## src/design/pds_pkg.sv

```systemverilog
// ----------------------------------------------------------------------------
// pds_pkg
// Shared sizes, record types and control groups of the polygon depth sorter.
// ----------------------------------------------------------------------------
package pds_pkg;

  localparam int MAX_RECORDS = 64;
  localparam int KEY_W       = 32;
  localparam int TAG_W       = 16;
  localparam int STEP_W      = 16;
  localparam int POS_W       = (MAX_RECORDS > 1) ? $clog2(MAX_RECORDS) : 1;
  localparam int CNT_W       = $clog2(MAX_RECORDS + 1);
  localparam int PROD_W      = POS_W + STEP_W;

  localparam logic [STEP_W-1:0] BIAS_STEP_RESET = 16'd6554;
  localparam logic [KEY_W-1:0]  KEY_MIN         = {1'b1, {(KEY_W-1){1'b0}}};

  // One record as held in a sorter cell.
  typedef struct packed {
    logic             valid;
    logic [KEY_W-1:0] key;
    logic [TAG_W-1:0] tag;
  } rec_t;

  // Accepted item waiting for its bias.
  typedef struct packed {
    logic             valid;
    logic             store;
    logic             last;
    logic [POS_W-1:0] pos;
    logic [KEY_W-1:0] key;
    logic [TAG_W-1:0] tag;
  } load_t;

  // Biased item on its way into the cell chain.
  typedef struct packed {
    logic             valid;
    logic             store;
    logic             last;
    logic [KEY_W-1:0] key;
    logic [TAG_W-1:0] tag;
  } ins_t;

  // Chain-wide controls.
  typedef struct packed {
    logic ins_en;
    logic shift_en;
  } cell_ctl_t;

endpackage

```

## src/design/pds_cell.sv

```systemverilog
// ----------------------------------------------------------------------------
// pds_cell
// One slot of the insertion chain: keeps a record, yields to a larger key.
// ----------------------------------------------------------------------------
module pds_cell (
  input  logic                 clk_i,
  input  logic                 rst_ni,
  input  pds_pkg::cell_ctl_t   ctl_i,
  input  pds_pkg::ins_t        new_i,
  input  pds_pkg::rec_t        prev_rec_i,
  input  logic                 prev_ins_i,
  input  pds_pkg::rec_t        next_rec_i,
  output pds_pkg::rec_t        rec_o,
  output logic                 ins_o
);

  logic                       valid_q, valid_d;
  logic [pds_pkg::KEY_W-1:0]  key_q, key_d;
  logic [pds_pkg::TAG_W-1:0]  tag_q, tag_d;

  // Strict compare keeps equal keys in load order.
  assign ins_o = !valid_q || ($signed(key_q) < $signed(new_i.key));

  always_comb begin
    valid_d = valid_q;
    key_d   = key_q;
    tag_d   = tag_q;
    if (ctl_i.ins_en && ins_o) begin
      if (prev_ins_i) begin
        valid_d = prev_rec_i.valid;
        key_d   = prev_rec_i.key;
        tag_d   = prev_rec_i.tag;
      end else begin
        valid_d = 1'b1;
        key_d   = new_i.key;
        tag_d   = new_i.tag;
      end
    end else if (ctl_i.shift_en) begin
      valid_d = next_rec_i.valid;
      key_d   = next_rec_i.key;
      tag_d   = next_rec_i.tag;
    end
  end

  always_ff @(posedge clk_i or negedge rst_ni) begin
    if (!rst_ni) begin
      valid_q <= 1'b0;
    end else begin
      valid_q <= valid_d;
    end
  end

  always_ff @(posedge clk_i) begin
    key_q <= key_d;
    tag_q <= tag_d;
  end

  assign rec_o = '{valid: valid_q, key: key_q, tag: tag_q};

endmodule

```

## config.mk

```make
export PLATFORM = sky130hd
export DESIGN_NAME = pds_cell
export DESIGN_NICKNAME = d
export VERILOG_FILES = /design/src/design/pds_pkg.sv /design/src/design/pds_cell.sv
export SDC_FILE = /design/constraint.sdc
export NUM_CORES = 1
export LEC_CHECK = 0
export BUFFER_PORTS_ARGS = -buffer_cell sky130_fd_sc_hd__buf_2
export CAP_MARGIN = 20
export CELL_PAD_IN_SITES_DETAIL_PLACEMENT = 0
export CELL_PAD_IN_SITES_GLOBAL_PLACEMENT = 1
export CORE_MARGIN = 2
export CORE_UTILIZATION = 29
export CTS_CLUSTER_DIAMETER = 30
export DETAILED_ROUTE_END_ITERATION = 8
export PLACE_DENSITY_LB_ADDON = 0.05
export SETUP_SLACK_MARGIN = 0.3
export SLEW_MARGIN = 20
export SYNTH_ARGS = -nofsm -noshare
export SYNTH_HDL_FRONTEND = slang
export SYNTH_SLANG_ARGS = --single-unit
```

## constraint.sdc

```tcl
create_clock -name clk_i -period 3.3 [get_ports clk_i]
set_input_delay 0.165 -clock clk_i [delete_from_list [all_inputs] [get_ports clk_i]]
set_output_delay 0.165 -clock clk_i [all_outputs]
set_load 0.03 [all_outputs]
```

# [Word level (Yosys, flattened, before mapping)]
# Index checks and enable logic that the tools add are counted.
[classes] n_lt_le_gt_ge=1 n_mux=9 reduce_logical=4
[ops] cell="2-to-1 mux 32 bit" n=3
[ops] cell="2-to-1 mux 16 bit" n=3
[ops] cell="< comparator 32 bit" n=1
[ops] cell="2-to-1 mux 1 bit" n=3
[ops] cell="nonzero test 2 bit" n=1
[ops] cell="logical AND 1 bit" n=1
[ops] cell="logical NOT 1 bit" n=1
[ops] cell="logical OR 1 bit" n=1
[totals] register_bits=49 out_inout_bits=50 elab_cells=17

# [Depth between registers and ports, before layout]
[depth] ltp_word=4 mapped_depth=9

# [Least setup slack after synthesis]
# OpenSTA, ideal clock, no wires.
[synth_path] kind="register to register" start="register key_q[31] (netlist bit)" end="register key_q[0] (netlist bit) (enable)" arrival_ps=3000 required_ps=2916 slack_ps=-84 path_stages_with_launch=9 synth_period_minus_slack_ps=3384 path_cell_list="edfxtp_1 > ha_1 > nand4_1 > nor2_1 > a221oi_1 > nand3_1 > o311ai_4 > buf_8 > or2_2"
[synth_between] elab_chain_len=4
[synth_rtl] element="start: declaration" line_no="pds_cell.sv:18" source="logic [pds_pkg::KEY_W-1:0] key_q, key_d;"
[synth_rtl] element="start signal: assignment" line_no="pds_cell.sv:54" source="key_q <= key_d;"
[synth_rtl] element="< comparator 32 bit" line_no="pds_cell.sv:22" source="assign ins_o = !valid_q || ($signed(key_q) < $signed(new_i.key));"
[synth_rtl] element="logical OR 1 bit" line_no="pds_cell.sv:22"
[synth_rtl] element="logical AND 1 bit" line_no="pds_cell.sv:28" source="if (ctl_i.ins_en && ins_o) begin"
[synth_rtl] element="nonzero test 2 bit (no source line)"
# No other way between the ends.
# A chain may end at the register's enable or synchronous reset.

# [Worst setup path after layout]
[layout_path] start="register key_q[27] (netlist bit)" end="register tag_q[10] (netlist bit) (data pin)"
[layout_between] elab_chain_len=4
[layout_rtl] element="< comparator 32 bit" line_no="pds_cell.sv:22"
[layout_rtl] element="logical OR 1 bit" line_no="pds_cell.sv:22"
[layout_rtl] element="logical AND 1 bit" line_no="pds_cell.sv:28"
[layout_rtl] element="2-to-1 mux 16 bit" line_no="pds_cell.sv:28"
[layout_rtl] element="named net tag_d (one bit)" line_no="pds_cell.sv:19" source="logic [pds_pkg::TAG_W-1:0] tag_q, tag_d;"
[layout_rtl] element="end signal: assignment" line_no="pds_cell.sv:55" source="tag_q <= tag_d;"
[layout_rtl] element="end: declaration" line_no="pds_cell.sv:19"
# The timed path passes the listed nets, and every way through them passes these cells.

==> metrics.yaml <==
global_route:
  grt_pass1_vias: 3088
  grt_use_total_pct: 15.00
  grt_start_max_net_pins: 64
  grt_first_pass_wirelength_um: 15100
  antenna_found_initial: 1
  grt_remaining_overflow: 0
clock_network:
  cts_tree: "built"
  cts_root_buffer: "clkbuf_16"
  cts_htree_levels: 2
  clkLatencyLatePin_ns: 0.29
  clkTransAtPathRegs_ns: 0.07
  clockBufferDepth: 2
  cts_sinks: 49
  cts_buffers: 5
logic_synthesis:
  ys_async_sr_fraction_pct: 2.041
  synth-edff-count: 48
  syn_area_um2: 3503
  syn-num-nets: 502
  synthFlopType: "edfxtp_1"
  seq_area_frac_synth_pct: 41.86
  ys_types: 30
  syn_area_per_cell_um2: 11.05
  synth-seq-cells: 49
  yosysWarnings: 0
  syn_inst: 317
detailed_routing:
  ant_nets: 0
  wirelength_um: 9839
  highest_layer: "met4"
  routed-wl-met3_um: 769
  vias_per_cell: 4.586
  drt-wirelength-per-cell_um: 14.71
  drcViolationCount: 0
  num_vias: 3068
  wl_met1_um: 4120
  dr.first_iter.drc_count: 63
  firstDrtPassIters: 4
  dr_wl_met2_um: 4794
critical_path:
  reg2reg_to: "tag_q[10]"
  rr_startpoint: "key_q[27]"
  r2r_slack_ns: 0.49
  cp.required_ns: 3.34
  worst-endpoint-arrival_ns: 2.85
  path_max_fanout: 19
  crit_type: "flip-flop to flip-flop"
  cp-start-kind: "flip-flop"
  r2r_cells: 9
  crit_path_end_kind: "flip-flop"
final_layout:
  multiInputGateArea_um2: 1839
  seq_area_um2: 1466
  final.fill_count: 1234
  layout-drive-gt1-share_pct: 55.47
  final_common_cell: "buf_2"
  fin_nets: 705
  area_delta_synth_final_pct: 40.18
  final_cell_mix: "buf_2 (199), mux2_2 (57), edfxtp_1 (48), nand2_1 (45), o21ai_0 (38)"
die:
  initial_utilization_pct: 29.41
  chipHeight_um: 113.9
  dieWidth_um: 113.9
  core_um2: 11910
  num_rows: 40
  die-area_um2: 12980
  boundaryPins: 204
timing:
  setup_tns_ns: 0
  max_freq_ghz: 0.3561
  slew_headroom_pct: 55.96
  holdWs_ns: 0.1433
  period_share_pct: 85.10
  tightest_slew_ns: 0.6605
  final.min_clock_period_ns: 2.808
  setup_viol: 0
  finalHoldViolCount: 0
  maxSlewViolCount: 0
  rsz0062_at_grt: "no"
  fin_skew_ns: 0.006877
power_and_ir_drop:
  p_int_uw: 2181
  p_clk_share_pct: 16.0
  pwr-share-comb_pct: 53.4
  leakagePower_uw: 0.002366
  p_sw_uw: 1517
  seqPwrFrac_pct: 30.6
  ir_worst_vdd_mv: 0.2784
  power_density_nw_per_um2: 753.0
  swShare_pct: 41.02
min_path:
  min_path_type: "primary input to flip-flop"
  hold_depth: 3
  hold_path_end: "valid_q"
  worstHoldStart: "prev_rec_i[48]"
placement:
  io_buffers: 200
  dp_hpwl_um: 7744
  finalWeightedCongestion: 0.7789
status:
  outcome: "complete, no violations"
job:
  drv_cap: 0
## power by group through the flow
stage	Combinational (uW)	Sequential (uW)	Clock, uW
final	1970	1130	590
after detailed placement	1950	1150	0
after floorplan	941	1630	0
after CTS	1960	1140	613
after global routing	2140	1160	635
after global placement	1950	1140	0
## what timing repair did
action / 4_1_cts / 5_1_grt
endpoints found under the setup margin: 0 / 36
hold buffers: 1 / 0
gates resized for setup: 0 / 7
endpoints found under the hold margin: 1 / 0
setup buffers: 0 / 2
## worst max-delay path by stage
stage | depth (start not counted) | start | endpoint
after floorplan | 7 | key_q[1] | key_q[0]
after global placement | 8 | key_q[31] | tag_q[11]
after detailed placement | 8 | key_q[31] | tag_q[10]
after CTS | 8 | key_q[31] | tag_q[10]
after global routing | 9 | key_q[21] | tag_q[3]
final | 9 | key_q[27] | tag_q[10]
## routing by layer
metal,up-vias,track usage [%]
met3,11,4.357
met4,0,4.959
met5,-,0
li1,1547,-
met1,1398,17.21
met2,112,26.79
## through the flow
step / cells / power (uW) / worst slack, ns / utilization, % / instance area (um2)
6_report: 669 / 3698 / 0.4917 / 41.23 / 4911
5_1_grt: 668 / 3942 / 0.3028 / 41.21 / 4908
4_1_cts: 666 / 3713 / 0.3068 / 40.78 / 4857
3_5_place_dp: 657 / 3103 / 0.3110 / 39.33 / 4684
3_3_place_gp: 657 / 3085 / 0.3815 / 39.33 / 4684
2_1_floorplan: 317 / 2572 / 0.2539 / - / 3531
## kinds of logic after synthesis
kind of cell	after synthesis	share of synthesized area (%)
compound gates	60	10.11
fa+ha+maj	31	11.07
buf+inv	48	6.857
flops	49	41.86
mux	67	22.32
simple gates	62	7.786
## critical path: stages, from the launching register on
cell and delay, ns:
edfxtp_1 0.38, ha_1 0.32, nand4_1 0.21, nor4_4 0.32
nand2_1 0.11, a311o_1 0.36, o311ai_4 0.08, buf_4 0.20
buf_8 0.20, mux2_2 0.36
## flip-flops by register name (all words and copies together), names as in the netlist
signal and cells:
valid_q 1, tag_q 16, key_q 32
## Yosys cell counts, drive strengths merged (2+ instances only)
| library cell | n | share of area [%] |
|---|---|---|
| inv | 33 | 3.5 |
| a21oi | 14 | 2.0 |
| nor2 | 3 | 0.32 |
| nand2 | 45 | 4.8 |
| nand3 | 2 | 0.29 |
| mux2i | 2 | 0.57 |
| ha | 31 | 11 |
| clkbuf | 8 | 0.86 |
| buf | 7 | 2.5 |
| o21ai | 39 | 5.6 |
| edfxtp | 48 | 41 |
| mux2 | 65 | 22 |
| nand4 | 4 | 0.71 |
| nand2b | 3 | 0.54 |
## layout make-up
class	instances	area share, %
diodes	1	0.05096
inverters	33	2.522
repair buffers	211	23.06
flip-flops and latches	49	29.86
well taps	147	3.745
clock inverters	2	0.6879
multi-input cells	220	37.45
clock buffers	6	2.624
Note: power is estimated with default switching activity, not from simulation.
