[config.mk]
export PLATFORM = sky130hd
export DESIGN_NAME = pds_bias
export DESIGN_NICKNAME = d
export VERILOG_FILES = /design/src/design/pds_pkg.sv /design/src/design/pds_bias.sv
export SDC_FILE = /design/constraint.sdc
export NUM_CORES = 1
export LEC_CHECK = 0
export BUFFER_PORTS_ARGS = -buffer_cell sky130_fd_sc_hd__clkbuf_2
export CORE_MARGIN = 4
export CORE_UTILIZATION = 34
export DETAILED_ROUTE_END_ITERATION = 6
export PLACE_DENSITY = 0.61
export SETUP_SLACK_MARGIN = 0.1
export SLEW_MARGIN = 20
export SYNTH_ARGS = -nofsm -noshare
export SYNTH_HDL_FRONTEND = slang
export SYNTH_SLANG_ARGS = --single-unit
[constraint.sdc]
create_clock -name clk_i -period 0.9 [get_ports clk_i]
set_clock_uncertainty 0.2 [all_clocks]
set_input_delay 0.18 -clock clk_i [delete_from_list [all_inputs] [get_ports clk_i]]
set_output_delay 0.18 -clock clk_i [all_outputs]
set_load 0.005 [all_outputs]
[src/design/pds_pkg.sv]
// ----------------------------------------------------------------------------
// pds_pkg
// Shared sizes, record types and control groups of the polygon depth sorter.
// ----------------------------------------------------------------------------
package pds_pkg;

  localparam int MAX_RECORDS = 64;
  localparam int KEY_W       = 32;
  localparam int TAG_W       = 16;
  localparam int STEP_W      = 16;
  localparam int POS_W       = (MAX_RECORDS > 1) ? $clog2(MAX_RECORDS) : 1;
  localparam int CNT_W       = $clog2(MAX_RECORDS + 1);
  localparam int PROD_W      = POS_W + STEP_W;

  localparam logic [STEP_W-1:0] BIAS_STEP_RESET = 16'd6554;
  localparam logic [KEY_W-1:0]  KEY_MIN         = {1'b1, {(KEY_W-1){1'b0}}};

  // One record as held in a sorter cell.
  typedef struct packed {
    logic             valid;
    logic [KEY_W-1:0] key;
    logic [TAG_W-1:0] tag;
  } rec_t;

  // Accepted item waiting for its bias.
  typedef struct packed {
    logic             valid;
    logic             store;
    logic             last;
    logic [POS_W-1:0] pos;
    logic [KEY_W-1:0] key;
    logic [TAG_W-1:0] tag;
  } load_t;

  // Biased item on its way into the cell chain.
  typedef struct packed {
    logic             valid;
    logic             store;
    logic             last;
    logic [KEY_W-1:0] key;
    logic [TAG_W-1:0] tag;
  } ins_t;

  // Chain-wide controls.
  typedef struct packed {
    logic ins_en;
    logic shift_en;
  } cell_ctl_t;

endpackage

[src/design/pds_bias.sv]
// ----------------------------------------------------------------------------
// pds_bias
// Subtracts position times step from the depth key, saturating low; registered.
// ----------------------------------------------------------------------------
module pds_bias (
  input  logic                         clk_i,
  input  logic                         rst_ni,
  input  pds_pkg::load_t               load_i,
  input  logic [pds_pkg::STEP_W-1:0]   bias_step_i,
  output pds_pkg::ins_t                ins_o
);

  logic [pds_pkg::PROD_W-1:0] prod;
  logic [pds_pkg::KEY_W:0]    diff;
  logic [pds_pkg::KEY_W-1:0]  biased;
  pds_pkg::ins_t              ins_q;

  assign prod = pds_pkg::PROD_W'(load_i.pos) * pds_pkg::PROD_W'(bias_step_i);
  assign diff = {load_i.key[pds_pkg::KEY_W-1], load_i.key}
              - {{(pds_pkg::KEY_W + 1 - pds_pkg::PROD_W){1'b0}}, prod};

  // Below the most negative key when the 33-bit sign and bit 31 disagree.
  always_comb begin
    if (diff[pds_pkg::KEY_W] && !diff[pds_pkg::KEY_W-1]) begin
      biased = pds_pkg::KEY_MIN;
    end else begin
      biased = diff[pds_pkg::KEY_W-1:0];
    end
  end

  always_ff @(posedge clk_i or negedge rst_ni) begin
    if (!rst_ni) begin
      ins_q <= '0;
    end else begin
      ins_q <= '{valid: load_i.valid, store: load_i.store, last: load_i.last,
                 key: biased, tag: load_i.tag};
    end
  end

  assign ins_o = ins_q;

endmodule

## Word level (Yosys, flattened, before mapping)

Index checks and enable logic that the tools add are counted.

| operators by class | value |
|---|---|
| add/sub/neg operators | 1 |
| multipliers | 1 |
| muxes and demuxes | 1 |
| reductions and logical operators | 2 |

Operator list:

| operator | count |
|---|---|
| 32-bit by 23-bit subtractor with 33-bit output | 1 |
| 32-bit 2-to-1 mux | 1 |
| 6-bit by 16-bit multiplier with 22-bit output | 1 |
| 1-bit logical AND | 1 |
| 1-bit zero test | 1 |

| word-level totals | value |
|---|---|
| register bits | 51 |
| bits of input ports | 75 |
| output and inout bits | 51 |

## Logic depth before layout (Yosys ltp)

Gate-level depths: netlist (run 1).

| depth | value |
|---|---|
| depth after elaboration | 5 |
| depth in mapped cells | 25 |
| depth with buffers taken out | 23 |

## Least setup slack after synthesis (run 1)

Ideal clock, no wire load.

| timing path | value |
|---|---|
| path kind | input to register |
| start | input port load_i[52] (netlist bit) |
| end | register ins_q, in the netlist ins_o[23] |
| library setup time | 0.132 ns |
| data arrival time | 5.621 ns |
| required time | 0.568 ns |
| setup slack | -5.053 ns |
| cell stages on the path | 24 |
| buffers on the path | 2 |
| cell sequence | clkbuf_1 and2_1 fa_1 fa_1 inv_1 fa_1 inv_1 ha_1 a21o_1 a21o_1 a21oi_1 a21boi_0 o211ai_1 a21oi_1 xnor2_1 ha_1 a21o_1 nand2b_4 or3_4 or3b_1 a211o_1 mux2i_4 buf_6 nor3_2 |

| between the ends | value |
|---|---|
| longest elaborated chain between the ends | 5 |

Ends and longest elaborated chain:

| item | line | source |
|---|---|---|
| start: declaration | pds_bias.sv:8 | `input pds_pkg::load_t load_i,` |
| 6-bit by 16-bit multiplier with 22-bit output * | pds_bias.sv:18 | `assign prod = pds_pkg::PROD_W'(load_i.pos) * pds_pkg::PROD_W'(bias_step_i);` |
| 32-bit by 23-bit subtractor with 33-bit output * | pds_bias.sv:20 | `- {{(pds_pkg::KEY_W + 1 - pds_pkg::PROD_W){1'b0}}, prod};` |
| 1-bit zero test | pds_bias.sv:24 | `if (diff[pds_pkg::KEY_W] && !diff[pds_pkg::KEY_W-1]) begin` |
| 1-bit logical AND | pds_bias.sv:24 |  |
| 32-bit 2-to-1 mux * | pds_bias.sv:24 |  |
| net biased (one bit) | pds_bias.sv:15 | `logic [pds_pkg::KEY_W-1:0] biased;` |
| end signal: assignment | pds_bias.sv:35 | `ins_q <= '{valid: load_i.valid, store: load_i.store, last: load_i.last,` |
| end: declaration | pds_bias.sv:16 | `pds_pkg::ins_t ins_q;` |

The timed path passes the listed nets; every way through them passes the cells marked *.

## Worst setup path after layout (run 1)

| timing path | value |
|---|---|
| start | input port load_i[52] (netlist bit) |
| end | register ins_q, in the netlist ins_o[25] |

The elaborated chain is that of the path after synthesis.

==> summary.md, run 1 <==
| Metric | Value |
|---|---|
| Fmax | ~180 MHz |
| WP data arrival | about 5.7 ns |
| Int Pwr | 16940 uW |
| All-Layer GR Usage | about 16% |
| Cells after synthesis | roughly 650 |
| Die extent in x | 140.3 um |
| Cell area after layout | 8836 um2 |
| Root Buffer | clkbuf_16 |
| Max-slew violations | 0 |
| Post-detail-place hpwl | about 13 mm |
| Antenna-violating nets left | 0 |
| Commonest non-fill, non-tap cell in the layout | buf_4 |
| Setup violators final | 83 |
| First-pass GRT wire length | ~26 mm |
| WL/cell | 13.11 um |
| Kind of critical path | input pin to flop |
| Row Count | 48 |
| CTS HTree Levels | 2 |
| Total wire length | around 15 mm |
| Min setup slack post-route | -4.796 ns |
| Ports | about 130 |
| Hold Crit Class | input pin to async pin |
| Max reg flops | 51 |
| Layout Nets | 1130 |
| Failing checks | hold timing, setup timing |
| Die Ht | ~140 um |
| Core Util, Final | slightly above 50% |
| Starting Density | about a third |
| Number of max-cap violations | 0 |
| Tightest Pin Transition | about 0.51 ns |
| Pwr per Cell Area | ~3300 nW/um2 |
| Sum Neg Setup Slack | -164.22 ns |
| Hold Worst Slack | -0.3284 ns |
| Sw frac | 42.17% |
| Port Buffers | between 100 and 150 |
| Core Area | 17240 um2 |
| Syn avg cell area | 9.175 um2 |
| Clk buf depth | 2 |
| Post-route DRC | 0 |
| Final Hold Viols | 71 |
| Share of cells above drive strength 1 | around 46% |
| YS warnings | 0 |
| Sw Pwr | 12350 uW |
| Grt total ovfl | 0 |
| Synthesized flop and latch total | 51 |
| TritonRoute pass-1 iters | 5 |
| Die area | just under 20000 um2 |
| Vias in the first global route | approximately 5500 |
| Largest net degree at the start of global routing | 52 |
| Post-synth EDFFs | 0 |
| Crit path launch type | input pin |
| Crit Path Max Fanout | 8 |
| Clk sinks | just over 50 |
| Number of distinct library cells after synthesis | 60 |
| Max_slew headroom | 64.83% |
| Most frequent cells in the layout | buf_4 (164), clkbuf_2 (117), inv_1 (80) |
| Clock transition at the registers of the reported paths | roughly 0.060 ns |
| Num CTS Buffers | 5 |
| Req. time, crit path | just under 0.9 ns |
| Period Utilization, post-route | 632.9% |
| Comb power frac | between 80% and 90% |
| Fin cells | roughly 1200 |
| DR vias | between 5000 and 6000 |
| Gp weighted congestion | a little under 0.9 |
| Peak VDD IR | ~1.9 mV |
| CP Capture Type | flop |
| Fin crit period | 5.696 ns |
| Most common flop cell mapped by yosys | dfrtp_1 |
| Status | finished, violations left |
| ANT cells | 0 |
| Register area share after synthesis | a little over a fifth |
| Area delta synth->final | 48.39% |
| RSZ-0062 raised after global routing | yes |
| Leak | ~0.0044 uW |
| Area after DPL | a little over 8000 um2 |
| Detailed Route Iter0 Violations | between 100 and 150 |
| Post-detailed-route via-to-cell ratio | roughly 4.5 |
| TritonCTS clock tree | yes |
| Share of power burned in registers | 10.9% |
| Post-Syn Area | ~6000 um2 |
| Syn nets | around 830 |
| Placed Cells | 1145 |
| FFs w/ async S/R, synth | 100.0% |
| Initial antenna violation count | 0 |
| Clock network power share | under 10% |
==> Yosys cell counts (2+ instances only) <==
master     number  area, um2
xor2_1         14      122.6
a2111o_1        2      22.52
o31a_1          4      35.03
nor3_2          5      50.05
o21a_1          6      45.04
buf_6           3      33.78
mux2i_1         2      20.02
a211oi_1        5      37.54
inv_1          92      345.3
fa_1           58       1161
nand4_1         3      18.77
a31oi_1         7      43.79
a21boi_0        6      45.04
nor2_2         14      87.58
o31ai_1         2      15.01
o211ai_1        5      37.54
a21o_1         11      82.58
a211oi_2        2      25.02
ha_1           52      650.6
or3_1           8      50.05
o21bai_1        5      37.54
nor2_1         27      101.4
nand3_1         8      40.04
a211o_1         3      26.28
nand2_1        35      131.4
o2111ai_1       2      17.52
dfrtp_1        51       1276
and3_1          5      31.28
and2_1         86      538.0
nor4_1          2      12.51
xnor2_1        14      122.6
clkbuf_1        9      33.78
nor2b_1         6      37.54
a21oi_2         8      70.07
a21oi_1        31      155.2
nor3_1         12      60.06
o21ai_0        21      105.1
==> cell families (layout without fill, tap and decap cells) <==
group,after synthesis,in the layout,synth area share (%)
and+or+nand+nor,223,223,21.31
AOI/OAI and AO/OA,130,130,15.07
adders and majority gates,110,110,30.43
buffers and inverters,104,401,6.934
DFF,51,51,21.43
xor gates and xnor gates,28,28,4.119
muxes,3,3,0.7144
==> worst paths after layout <==
| path | from | endpoint | slack, ns | cells past startpoint |
|---|---|---|---|---|
| max in group asynchronous | rst_ni | ins_o[7] | 0.59 | 2 |
| setup / recovery | load_i[52] | ins_o[25] | -4.80 | 26 |
| hold / removal | rst_ni | ins_o[4] | -0.33 | 2 |
| min in group clk_i | load_i[2] | ins_o[2] | -0.21 | 1 |
==> critical path, cell delays in order <==
cell       delay [ns]
buf_4            0.13
buf_6            0.13
and2_4           0.14
fa_1             0.48
fa_1             0.54
inv_1            0.05
fa_1             0.55
inv_2            0.05
ha_4             0.26
nand2_1          0.06
nor2_2           0.15
a31oi_2          0.12
a21boi_2         0.18
o211ai_1         0.13
a21oi_2          0.19
xnor2_2          0.11
ha_1             0.32
a21o_1           0.20
nand2b_4         0.14
or3_4            0.36
or3b_1           0.37
a211o_1          0.27
mux2i_4          0.17
buf_6            0.19
clkbuf_16        0.16
a21oi_2          0.03
==> final cells by class <==
| class | instances | area, um2 |
|---|---|---|
| well taps | 225 | 281.5 |
| multi-input cells | 494 | 4646 |
| clock buffers | 7 | 142.6 |
| inverters | 92 | 345.3 |
| repair buffers | 301 | 2136 |
| fillers | 1632 | 8401 |
| clock inverters | 1 | 8.758 |
| flip-flops and latches | 51 | 1276 |
==> power groups by stage <==
stage	Clock [uW]	Sequential [uW]	Combinational, uW
2_1_floorplan	0	3270	13700
3_3_place_gp	0	3230	22800
3_5_place_dp	0	3230	23200
4_1_cts	1990	3190	23600
5_1_grt	2070	3240	26900
6_report	1910	3180	24200
==> stage by stage <==
step           setup WS, ns  power (uW)
2_1_floorplan        -4.702       17010
3_3_place_gp         -5.178       26010
3_5_place_dp         -5.331       26430
4_1_cts              -4.769       28800
5_1_grt              -4.984       32210
6_report             -4.796       29280
==> repair_timing <==
item,CTS,global route
pin swaps,7,17
cloned,2,2
gates resized for setup,30,38
setup buffers,9,5
endpoints found under the setup margin,83,83
endpoints found under the hold margin,71,71
==> per-layer routing <==
layer	wire, um	track usage [%]	part of all wire (%)	vias up
li1	-	-	-	2751
met1	6992	20.89	46	2457
met2	7717	27.65	50	97
met3	509	1.161	3.3	10
met4	127	3.009	0.83	0
met5	0	0	0	-
No activity file was read; power rests on OpenSTA's default activity.
==> run 2: changes to the inputs <==
--- a/config.mk
+++ b/config.mk
@@ -11,6 +11,7 @@
 export DETAILED_ROUTE_END_ITERATION = 6
 export PLACE_DENSITY = 0.61
 export SETUP_SLACK_MARGIN = 0.1
+export SKIP_CTS_REPAIR_TIMING = 1
 export SLEW_MARGIN = 20
 export SYNTH_ARGS = -nofsm -noshare
 export SYNTH_HDL_FRONTEND = slang
==> summary.md, run 2 (synthesis gave the netlist of run 1 again) <==
| Metric | Value |
|---|---|
| Antenna-violating nets left | 0 |
| CP Capture Type | flop |
| Total wire length | about 15 mm |
| WP data arrival | a little under 6 ns |
| Fin crit period | 5.946 ns |
| Initial antenna violation count | 0 |
| Int Pwr | about 17000 uW |
| WL/cell | 13.00 um |
| Tightest Pin Transition | approximately 0.39 ns |
| Layout Nets | ~1100 |
| Vias in the first global route | ~5300 |
| Core Area | around 17000 um2 |
| Hold Crit Class | input pin to async pin |
| Commonest non-fill, non-tap cell in the layout | buf_4 |
| Max-slew violations | 0 |
| Setup violators final | between 80 and 90 |
| Peak VDD IR | 1.877 mV |
| Failing checks | hold timing, setup timing |
| TritonCTS clock tree | yes |
| Root Buffer | clkbuf_16 |
| Cell area after layout | ~8700 um2 |
| Max_slew headroom | between 70% and 80% |
| First-pass GRT wire length | between 20 and 30 mm |
| Min setup slack post-route | -5.046 ns |
| Worst setup path startpoint | load_i[51] |
| Clock network power share | 6.6% |
| Comb power frac | just over 80% |
| Gp weighted congestion | 0.8641 |
| Crit Path Max Fanout | 7 |
| Row Count | 48 |
| Detailed Route Iter0 Violations | roughly 130 |
| Pwr Total | roughly 29000 uW |
| Sum Neg Setup Slack | -170.78 ns |
| Sw frac | a little over two fifths |
| DR vias | about 5300 |
| Pwr per Cell Area | roughly 3300 nW/um2 |
| Share of power burned in registers | between 10% and 20% |
| Clk buf depth | 2 |
| Area after DPL | about 8300 um2 |
| Worst Setup EP | ins_o[32] |
| Period Utilization, post-route | 660.6% |
| Status | finished, violations left |
| All-Layer GR Usage | 15.10% |
| Area delta synth->final | 46.52% |
| TritonRoute pass-1 iters | 4 |
| Hold Worst Slack | -0.3285 ns |
| Post-route DRC | 0 |
| Number of max-cap violations | 0 |
| Fillers | around 1600 |
| Die area | around 20000 um2 |
| Max reg flops | between 50 and 60 |
| Ports | roughly 130 |
| ANT cells | 0 |
| Crit path launch type | input pin |
| Clk sinks | 51 |
| Share of cells above drive strength 1 | between 40 and 50% |
| Num CTS Buffers | 5 |
| Die extent in x | 140.3 um |
| Most frequent cells in the layout | buf_4 (160), clkbuf_2 (119), inv_1 (82) |
| Post-detail-place hpwl | ~13 mm |
| Clock transition at the registers of the reported paths | about 0.06 ns |
| Fmax | approximately 170 MHz |
| Grt total ovfl | 0 |
| Final Hold Viols | 71 |
| Largest net degree at the start of global routing | 52 |
| Req. time, crit path | between 0.8 and 0.9 ns |
| RSZ-0062 raised after global routing | yes |
| CTS HTree Levels | 2 |
| Starting Density | roughly a third |
| Post-detailed-route via-to-cell ratio | between 4 and 5 |
| Kind of critical path | input pin to flop |
| Sw Pwr | 12270 uW |
| Leak | approximately 0.0044 uW |
| Die Ht | around 140 um |
| Port Buffers | around 130 |
run 2: area by class of cell:
class                           count  area [um2]  area share, %
Multi-Input combinational cell    494        4603          52.76
Clock inverter                      1       8.758         0.1004
Clock buffer                        7       142.6          1.635
Tap cell                          225       281.5          3.227
Inverter                           92       345.3          3.958
Timing Repair Buffer              296        2067          23.69
Sequential cell                    51        1276          14.63
run 2: worst max-delay path, stage by stage:
cell       delay (ns)
buf_12           0.11
buf_8            0.12
and2_4           0.15
fa_1             0.50
fa_1             0.56
inv_2            0.04
fa_1             0.51
inv_2            0.05
ha_4             0.25
nand4_1          0.15
nor2_2           0.21
a31oi_2          0.14
a21boi_2         0.18
o211ai_1         0.10
a21oi_1          0.16
xnor2_1          0.17
ha_1             0.33
a21o_1           0.20
nand2b_4         0.14
or3_4            0.32
or3b_1           0.39
a211o_1          0.31
mux2i_4          0.28
buf_12           0.17
clkbuf_16        0.15
nor2_4           0.03
run 2: per-stage QoR:
stage	worst slack (ns)	utilization, %	cells	hold slack, ns
final	-5.046	50.62	1166	-0.3285
after detailed placement	-5.331	47.90	1145	-0.006303
after global routing	-5.254	50.62	1166	-0.3040
after floorplan	-4.702	-	649	-0.3156
after CTS	-5.032	48.78	1153	-0.3184
after global placement	-5.178	47.90	1145	-0.008079
run 2: worst min-delay path by stage:
stage / startpoint / endpoint / slack [ns] / cells past startpoint
global route: rst_ni / ins_o[13] / -0.30 / 2
finish: rst_ni / ins_o[4] / -0.33 / 2
global placement: rst_ni / ins_o[4] / -0.008 / 2
detailed placement: rst_ni / ins_o[4] / -0.006 / 2
floorplan: rst_ni / ins_o[0] / -0.32 / 0
CTS: rst_ni / ins_o[4] / -0.32 / 2
run 2: power by group through the flow:
stage          registers [uW]  logic [uW]  clock network [uW]
2_1_floorplan            3270       13700                   0
3_3_place_gp             3230       22800                   0
3_5_place_dp             3230       23200                   0
4_1_cts                  3190       23300                1990
5_1_grt                  3240       26600                2070
6_report                 3180       24000                1910
run 2: metal layers:
metal  GRT usage [%]  routed length (um)  vias to the layer above
met5               0                   0                        -
met4           2.856                 143                        0
met3           1.024                 521                       10
met2           26.49                7514                       95
met1           20.70                6982                     2441
li1                -                   -                     2740
